--- src/rtl/core/hce_cell.sv ---
// ----------------------------------------------------------------------------
// hce_cell
// one byte of the chunk buffer: loads a new byte or takes its neighbour's
// ----------------------------------------------------------------------------
module hce_cell (
  input  logic       clk,
  input  logic       load,
  input  logic       shift,
  input  logic [7:0] load_byte,
  input  logic [7:0] next_byte,
  output logic [7:0] q
);

  always_ff @(posedge clk) begin
    if (load) begin
      q <= load_byte;
    end else if (shift) begin
      q <= next_byte;
    end
  end

endmodule

--- config.mk ---
export PLATFORM = sky130hd
export DESIGN_NAME = hce_cell
export DESIGN_NICKNAME = d
export VERILOG_FILES = /design/src/rtl/core/hce_cell.sv
export SDC_FILE = /design/constraint.sdc
export NUM_CORES = 1
export LEC_CHECK = 0
export BUFFER_PORTS_ARGS = -buffer_cell sky130_fd_sc_hd__buf_2
export CORE_AREA = 4 4 41 43
export CTS_CLUSTER_DIAMETER = 80
export CTS_CLUSTER_SIZE = 10
export DETAILED_ROUTE_END_ITERATION = 10
export DIE_AREA = 0 0 45 47
export PLACE_DENSITY = 0.71
export SLEW_MARGIN = 10
export SYNTH_ARGS = -nofsm -noshare
export SYNTH_HDL_FRONTEND = slang
export SYNTH_SLANG_ARGS = --single-unit
--- constraint.sdc ---
create_clock -name clk -period 2.2 [get_ports clk]
set_clock_uncertainty 0.2 [all_clocks]
set_input_delay 0.33 -clock clk [delete_from_list [all_inputs] [get_ports clk]]
set_output_delay 0.33 -clock clk [all_outputs]
set_load 0.05 [all_outputs]
## Word level (Yosys, flattened, before mapping)

Index checks and enable logic that the tools add are counted.
Widths: inputs -> output; s select.

| storage, ports and cells | value |
|---|---|
| bits in registers | 8 |
| input bits | 19 |
| output and inout bits | 8 |
| logic and storage cells | 4 |

| cells by class | value |
|---|---|
| muxes and demuxes | 2 |
| reductions and logical operators | 1 |

Operator list:

| cell | number |
|---|---|
| $mux 8 | 2 |
| $reduce_bool 2->1 | 1 |

## Longest topological paths before layout

Gate-level depths: netlist of the first run.

| depth | value |
|---|---|
| word-level depth | 2 |
| depth in mapped cells | 2 |
| mapped depth without buffers | 1 |

## Least setup slack after synthesis of the first run

OpenSTA, ideal clock, no wires.

| timing | value |
|---|---|
| path kind | in2reg |
| start point | in load |
| end point | reg q[0] (enable) |
| data arrival time | 0.781 ns |
| data required time | 1.717 ns |
| slack | 0.936 ns |
| cell stages on the path | 2 |
| path buffers | 1 |
| path through | buf_6 or2_1 |

| on the way | value |
|---|---|
| word-level cells in the longest chain between the ends | 1 |

Ends and longest elaborated chain:

| what | line | text |
|---|---|---|
| from (decl) | 7 | `input logic load,` |
| $reduce_bool 2->1 (no source line) | -- |  |
| to (signal assigned) | 16 | `q <= load_byte;` |
| to (signal assigned) | 18 | `q <= next_byte;` |
| to (decl) | 11 | `output logic [7:0] q` |

Every way passes these cells.
A chain may end at the register's enable or synchronous reset.

## Worst setup path after layout of the first run

| timing | value |
|---|---|
| start point | reg q[4] |
| end point | out q[4] |

No word-level cell between the ends.

==> results of run 1 <==
per-layer routing:
layer	wire length, um	part of all wire [%]	track usage, %	vias to the layer above
li1	-	-	-	125
met1	203	30	6.15	110
met2	397	58	11.9	12
met3	81	12	1.92	0
met4	0	0	10.5	0
met5	0	0	0	-
cells in the final DEF (no fill, tap or decap), drive strengths merged:
cell type and instances:
buf 26, mux2 8, edfxtp 8, clkbuf 3, or2 1
through the flow:
| step | instances | power, mW | util, % | instance area, sq um |
|---|---|---|---|---|
| after detailed placement | 58 | 0.312 | 39.6 | 515 |
| after CTS | 61 | 0.419 | 41.3 | 538 |
| after floorplan | 18 | 0.281 | - | 378 |
| after global placement | 58 | 0.311 | 39.6 | 515 |
| after global routing | 61 | 0.435 | 41.3 | 538 |
| final | 61 | 0.411 | 41.3 | 538 |
power by group through the flow:
| stage | Clock (mW) | Combinational (mW) | Sequential [mW] |
|---|---|---|---|
| after floorplan | 0 | 0.0263 | 0.255 |
| after global placement | 0 | 0.117 | 0.194 |
| after detailed placement | 0 | 0.118 | 0.193 |
| after CTS | 0.109 | 0.118 | 0.191 |
| after global routing | 0.121 | 0.122 | 0.193 |
| final | 0.104 | 0.117 | 0.190 |
final cells by class:
| type | count | area share (%) |
|---|---|---|
| Sequential cell | 8 | 44.7 |
| Timing Repair Buffer | 26 | 24.2 |
| Multi-Input combinational cell | 9 | 23.5 |
| Clock buffer | 3 | 4.19 |
| Tap cell | 15 | 3.49 |
cells by family after synthesis:
kind of cell           Yosys count
buffers and inverters            1
flip-flops                       8
multiplexers                     8
AND/OR/NAND/NOR                  1
how the worst max path moves through the flow:
stage,end,slack [ns],cells past startpoint
floorplan,q[0]$_DFFE_PP_,0.94,2
finish,q[4],0.86,1
detailed placement,q[0]$_DFFE_PP_,0.76,2
CTS,q[4],0.84,1
global route,q[2],0.80,1
global placement,q[3]$_DFFE_PP_,0.77,2
==> run metrics, run 1 <==
Post-Route Setup TNS 0 ns; largest cells by area after synthesis edfxtp_1 (64%), mux2_4 (32%), buf_6 (3.0%), or2_1 (1.7%); initial antenna violation count 0; fin crit share 61.1%; # port buffers 26; post-synthesis cell type count 4; final number of hold-violating endpoints 0; Crit path buffers/inverters 1; Net Sw Frac 29.8%; DR DRC count 0; ANT nets after route 0; WHS 0.185 ns; # Max-Cap Violations 0; initial detailed-routing violation count 1; final setup margin 0.855 ns; max reg flops 8; share of synthesized registers carrying an async set or reset 0%; Sequential Power Share 46.3%; post-CTS sizing 0; Initial Util 29.0%; Hold Path Sink q[6]$_DFFE_PP_; number of antenna diodes 0; Syn-to-layout area delta 42.4%; Vert. Die Dim 47 um; Crit Path Max Fanout 1; Avg WL per Cell 11.2 um; final WL 683 um; max incr delay on CP 0.32 ns; Comb power frac 28.5%; Post-synth EDFFs 8; Tmin final 1.34 ns; clock share of power 25.2%; H-tree levels 1; Hold Crit Depth 2; Syn. warnings 0; CP delay by family, top flip-flops; final net count 67; fraction of synthesized area in multiplexers 31.8%; P_leak 0.265 nW; RSZ-0062 raised after global routing false; Synth Area in Simple Gates 1.66%; vias in the first global route 262; Clock Sinks 8; FF+latch area 240 sq um; slowest CP cell edfxtp_1; Top reg by flops q; pre-CTS WS 0.760 ns; Reg clk slew, reported paths 0.05 ns; Synth Instances 18; worst IR drop on VDD 0.000225 V; NetSw 123 uW; num rows 13; Main synth FF type edfxtp_1; Adder-Cell Fraction of Synth Area 0%; Netlist Area Pre-Place 378 sq um; TritonRoute pass-1 iters 3; Hold Buf Count CTS 0; HP Start load_byte[6]; vias 247; setup bufs post-CTS 0; gr usage total 7.29%; CP startpoint q[4]$_DFFE_PP_; top cell types by occurrence after synthesis edfxtp_1 (8), mux2_4 (8), buf_6 (1), or2_1 (1); register bit total from synthesis 8; Worst Hold Class input pin to flop; CTS tree yes; Longest Clk Path Bufs 2; status finished clean; fillers 126; largest family of logic cells by synthesized area multiplexers; biggest regs q: 8 flops; Req. time, crit path 1.67 ns; actual slew at the worst max-slew pin 0.302 ns; area share of the largest cell type after synthesis 63.6%; Chip Width 45 um; area leader, netlist edfxtp_1; Pins Over Slew Limit 0; Synth Area in Compound Gates 0%; global route overflow 0; share of cells above drive strength 1 80.4%; first-pass GRT wire length 1000 um; post-synth net total 37; Ports 27; XOR/XNOR Fraction of Synth Area 0%; CTS Buf Count 3; WS Path Type flop to output pin; Int Pwr 289 uW; slew margin rel. 79.8%; Max Fclk 0.744 GHz; CP arrival 0.81 ns; sequential fraction of the synthesis area 63.6%; Avg Inst Size Synth 21.0 sq um; Avg Vias per Cell 4.05; gp weighted congestion 0.685; final setup fails 0; P per Cell Area 765 nW/um^2; worst path cell trace buf_2; die area 2120 sq um; Setup crit end kind output pin; largest net degree at the start of global routing 10; startpoint types flop; root buf cell clkbuf_4; Core ar. 1300 sq um; area of the multi-input gates 126 sq um
No activity file was read; power rests on OpenSTA's default activity.
==> run 2, diff against run 1 <==
clock period = 1.4 ns   (was 2.2 ns; I/O delays follow)
==> run 2 against run 1 <==
Net effect:
- total power rose by 59%
- first-iteration DRC count is 100% lower
- non-clock buffer count rose by 2
- worst hold slack got worse by 0.12 ns
- via count increased by 3.2%
- final area increased by 2.8%
- routed wire length increased by 5.1%
- global-route usage up 0.72 points
- combinational power grew 61%
- die area unchanged
- clock power increased by 59%
- flip-flop and latch count unchanged
- largest cell class unchanged
- highest routed layer is now met4
==> run metrics, run 2 (synthesized netlist as in run 1, its figures left out) <==
status finished clean; num rows 13 (unchanged); CTS Buf Count 3 (unchanged); final core utilization 42.5% (+1.2 points); post-route cell area 553 sq um (+2.8%); Tmin final 1.24 ns; max incr delay on CP 0.36 ns (+0.04 ns); initial antenna violation count 0 (unchanged); max reg flops 8 (unchanged); Longest Clk Path Bufs 2 (unchanged); final number of hold-violating endpoints 0 (unchanged); most common cell after layout, fill and taps aside buf_2; Hold Path Sink q[3]$_DFFE_PP_; P per Cell Area 1180 nW/um^2 (+54%); number of antenna diodes 0 (unchanged); CP delay by family, top flip-flops; biggest regs q: 8 flops; gp weighted congestion 0.678 (-0.91%); H-tree levels 1 (unchanged); Setup crit end kind output pin; Vert. Die Dim 47 um (unchanged); final WL 718 um (+5.1%); RSZ-0062 raised after global routing false; Ports 27 (unchanged); placed instance area 531 sq um (+2.9%); slew margin rel. 79.4% (-0.46 points); root buf cell clkbuf_4; final setup fails 0 (unchanged); post-CTS sizing 0 (unchanged); Worst Hold Class input pin to flop; Reg clk slew, reported paths 0.05 ns (about the same); # Max-Cap Violations 0 (unchanged); worst IR drop on VDD 0.000362 V (+61%); Max Fclk 0.806 GHz; ANT nets after route 0 (unchanged); P_leak 0.275 nW (+3.6%); Core ar. 1300 sq um (unchanged); slowest CP cell edfxtp_1; initial detailed-routing violation count 0 (-1); Crit path buffers/inverters 1 (unchanged); largest net degree at the start of global routing 9 (-1); CP arrival 0.83 ns (+0.02 ns); Avg Vias per Cell 4.05 (about the same); global route overflow 0 (unchanged); share of cells above drive strength 1 81.3% (+0.82 points); WS Path Type flop to output pin; final net count 69 (+3.0%); Chip Width 45 um (unchanged); Post-Route Setup TNS 0 ns (unchanged); Syn-to-layout area delta 46.4%; actual slew at the worst max-slew pin 0.309 ns (+0.00684 ns); Hold Buf Count CTS 0 (unchanged); setup bufs post-CTS 0 (unchanged); dpl hpwl 632 um; CTS tree yes; first-pass GRT wire length 1050 um (+4.8%); Initial Util 29.0% (unchanged); Avg WL per Cell 11.4 um (+1.8%); fin crit share 88.6%; Top reg by flops q; gr usage total 8.01% (+0.72 points); DR DRC count 0 (unchanged); HP Start next_byte[3]; CP startpoint q[1]$_DFFE_PP_; vias 255 (+3.2%); most frequent cells in the layout buf_2 (26), mux2_4 (8), edfxtp_1 (8); # port buffers 26 (unchanged); vias in the first global route 258 (-1.5%); Hold Crit Depth 2 (unchanged); startpoint types flop; Req. time, crit path 0.99 ns (-0.68 ns); Crit Path Max Fanout 1 (unchanged); die area 2120 sq um (unchanged); Pins Over Slew Limit 0 (unchanged); worst path cell trace buf_2; Clock Sinks 8 (unchanged); TritonRoute pass-1 iters 1 (-2)
[run 2: cell type report]
| cell class | instances | area [sq um] |
|---|---|---|
| clock buffer | 3 | 22.5 |
| multi-input combinational | 9 | 126 |
| sequential | 8 | 240 |
| fill | 132 | 748 |
| timing repair buffer | 28 | 145 |
| tap | 15 | 18.8 |
[run 2: how the worst max path moves through the flow]
| stage | to | slack [ns] | cells after the start |
|---|---|---|---|
| after floorplan | q[0]$_DFFE_PP_ | 0.26 | 2 |
| after global routing | q[1] | 0.11 | 1 |
| after CTS | q[1] | 0.15 | 1 |
| final | q[1] | 0.16 | 1 |
| after detailed placement | q[5]$_DFFE_PP_ | 0.16 | 3 |
| after global placement | q[7]$_DFFE_PP_ | 0.18 | 3 |
[run 2: metrics by stage]
step	std cells	setup slack, ns	power [mW]	hold WS, ns
after floorplan	18	0.256	0.442	0.227
after global routing	63	0.112	0.690	0.0437
final	63	0.160	0.653	0.0604
after global placement	60	0.176	0.492	0.314
after detailed placement	60	0.161	0.495	0.314
after CTS	63	0.147	0.658	0.0582
[run 2: where the power goes]
part	leakage, nW	switching (mW)	total, mW	internal [mW]
logic	0.179	0.122	0.188	0.0655
registers	0.0815	0.00514	0.300	0.295
clock network	0.0138	0.0681	0.165	0.0974
total	0.275	0.196	0.653	0.458
[run 2: routing by layer]
| layer | global-route usage [%] | wire [um] | vias up |
|---|---|---|---|
| met5 | 0 | 0 | - |
| met4 | 12.3 | 11 | 0 |
| met3 | 1.92 | 80 | 2 |
| met2 | 12.7 | 403 | 14 |
| met1 | 6.86 | 222 | 109 |
| li1 | - | - | 130 |
==> run 3, diff against run 2 <==
CELL_PAD_IN_SITES_DETAIL_PLACEMENT = 1   (was not set)
CELL_PAD_IN_SITES_GLOBAL_PLACEMENT = 1   (was not set)
CORE_AREA = not set   (was 4 4 41 43)
CORE_MARGIN = 4   (was not set)
CORE_UTILIZATION = 28   (was not set)
DIE_AREA = not set   (was 0 0 45 47)
PLACE_DENSITY = 0.85   (was 0.71)
==> run 3 against run 2 <==
Net effect:
- flip-flop and latch count unchanged
- global-route usage increased by 0.22 points
- total power about the same
- core utilization increased by 2.8 points
- clock-buffer cell count unchanged
- worst hold slack improved by 0.0046 ns
==> run metrics, run 3 (synthesized netlist as in run 1, its figures left out) <==
slew margin rel. 77.8% (-1.6 points); final number of hold-violating endpoints 0 (unchanged); max reg flops 8 (unchanged); status finished clean; startpoint types flop; actual slew at the worst max-slew pin 0.333 ns (+0.0239 ns); die area 2000 sq um (-5.4%); final core utilization 45.3% (+2.8 points); post-route cell area 537 sq um (-2.9%); most common cell after layout, fill and taps aside buf_2; # Max-Cap Violations 0 (unchanged); max incr delay on CP 0.36 ns (about the same); RSZ-0062 raised after global routing false; biggest regs q: 8 flops; Pins Over Slew Limit 0 (unchanged); gr usage total 8.23% (+0.22 points); root buf cell clkbuf_4; post-CTS sizing 0 (unchanged); H-tree levels 1 (unchanged); Hold Buf Count CTS 0 (unchanged); PnR Total Power 653 uW (about the same); Ports 27 (unchanged); CP delay by family, top flip-flops; DR DRC count 0 (unchanged); worst path cell trace buf_2; vias 263 (+3.1%); grt met2 use 15.2% (+2.5 points); global route overflow 0 (unchanged); fillers 137 (+3.8%); slowest CP cell edfxtp_1; pre-CTS WS 0.0324 ns (-0.129 ns); fin crit share 88.7% (+0.15 points); ANT nets after route 0 (unchanged); Chip Width 44.7 um (-0.59%); met3 global-route usage 0% (-1.9 points); Cells after DPL 57 (-5.0%); # port buffers 26 (unchanged); Vert. Die Dim 44.7 um (-4.8%); Tmin final 1.24 ns (+0.00204 ns); final setup fails 0 (unchanged); Syn-to-layout area delta 42.1%; CTS Buf Count 3 (unchanged); number of antenna diodes 0 (unchanged); CP arrival 0.83 ns (about the same); WHS 0.0650 ns (+0.00459 ns); Initial Util 31.9% (+2.8 points); Setup crit end kind output pin; CTS tree yes; initial detailed-routing violation count 1 (+1); first-pass GRT wire length 1150 um (+9.9%); largest net degree at the start of global routing 10 (+1); num rows 12 (-1); most frequent cells in the layout buf_2 (26), mux2_4 (8), edfxtp_1 (8); share of cells above drive strength 1 80.4% (-0.82 points); Avg WL per Cell 12.9 um (+13%); Req. time, crit path 0.99 ns (about the same); Longest Clk Path Bufs 2 (unchanged); Worst Hold Class input pin to flop; met1 usage 8.46% (+1.6 points); Top reg by flops q; P per Cell Area 1220 nW/um^2 (+3.0%); worst IR drop on VDD 0.000328 V (-9.3%); WS Path Type flop to output pin; gp weighted congestion 0.690 (+1.7%); initial antenna violation count 0 (unchanged); final WL 775 um (+7.9%); setup bufs post-CTS 0 (unchanged); Post-Route Setup TNS 0 ns (unchanged); final net count 67 (-2.9%); Reg clk slew, reported paths 0.05 ns (about the same); Core ar. 1190 sq um (-8.8%); Layout Cells excl Fill 60 (-4.8%); P_leak 0.265 nW (-3.5%); Crit Path Max Fanout 1 (unchanged); final setup margin 0.158 ns (-0.00204 ns); vias in the first global route 266 (+3.1%); placed instance area 514 sq um (-3.1%); Avg Vias per Cell 4.38 (+8.3%); TritonRoute pass-1 iters 2 (+1); GR peak layer met2; Max Fclk 0.805 GHz (-0.16%); Crit path buffers/inverters 1 (unchanged); Clock Sinks 8 (unchanged)
==> run 3: cell count changes in the layout (fill, tap and decap cells not counted) <==
cell	change
buf_4	-2
==> run 3: area by class of cell <==
class / instances / area [sq um] / share of cell area, %
multi-input combinational: 9 / 126 / 23.5
tap: 14 / 17.5 / 3.26
sequential: 8 / 240 / 44.8
clock buffer: 3 / 22.5 / 4.20
timing repair buffer: 26 / 130 / 24.2
==> run 3: power by group <==
group	internal [mW]	switching, mW	total (mW)
logic	0.0619	0.123	0.185
registers	0.295	0.00578	0.300
clock network	0.0976	0.0706	0.168
==> run 3: path summary, 6_finish.rpt <==
kind	start	to	slack, ns	cells after the start
max	q[6]$_DFFE_PP_	q[6]	0.16	1
min	next_byte[4]	q[4]$_DFFE_PP_	0.06	2
==> run 3: metal layers <==
layer	up-vias	wire length [um]
met5	-	0
li1	126	-
met3	2	80
met2	20	413
met4	0	17
met1	115	264
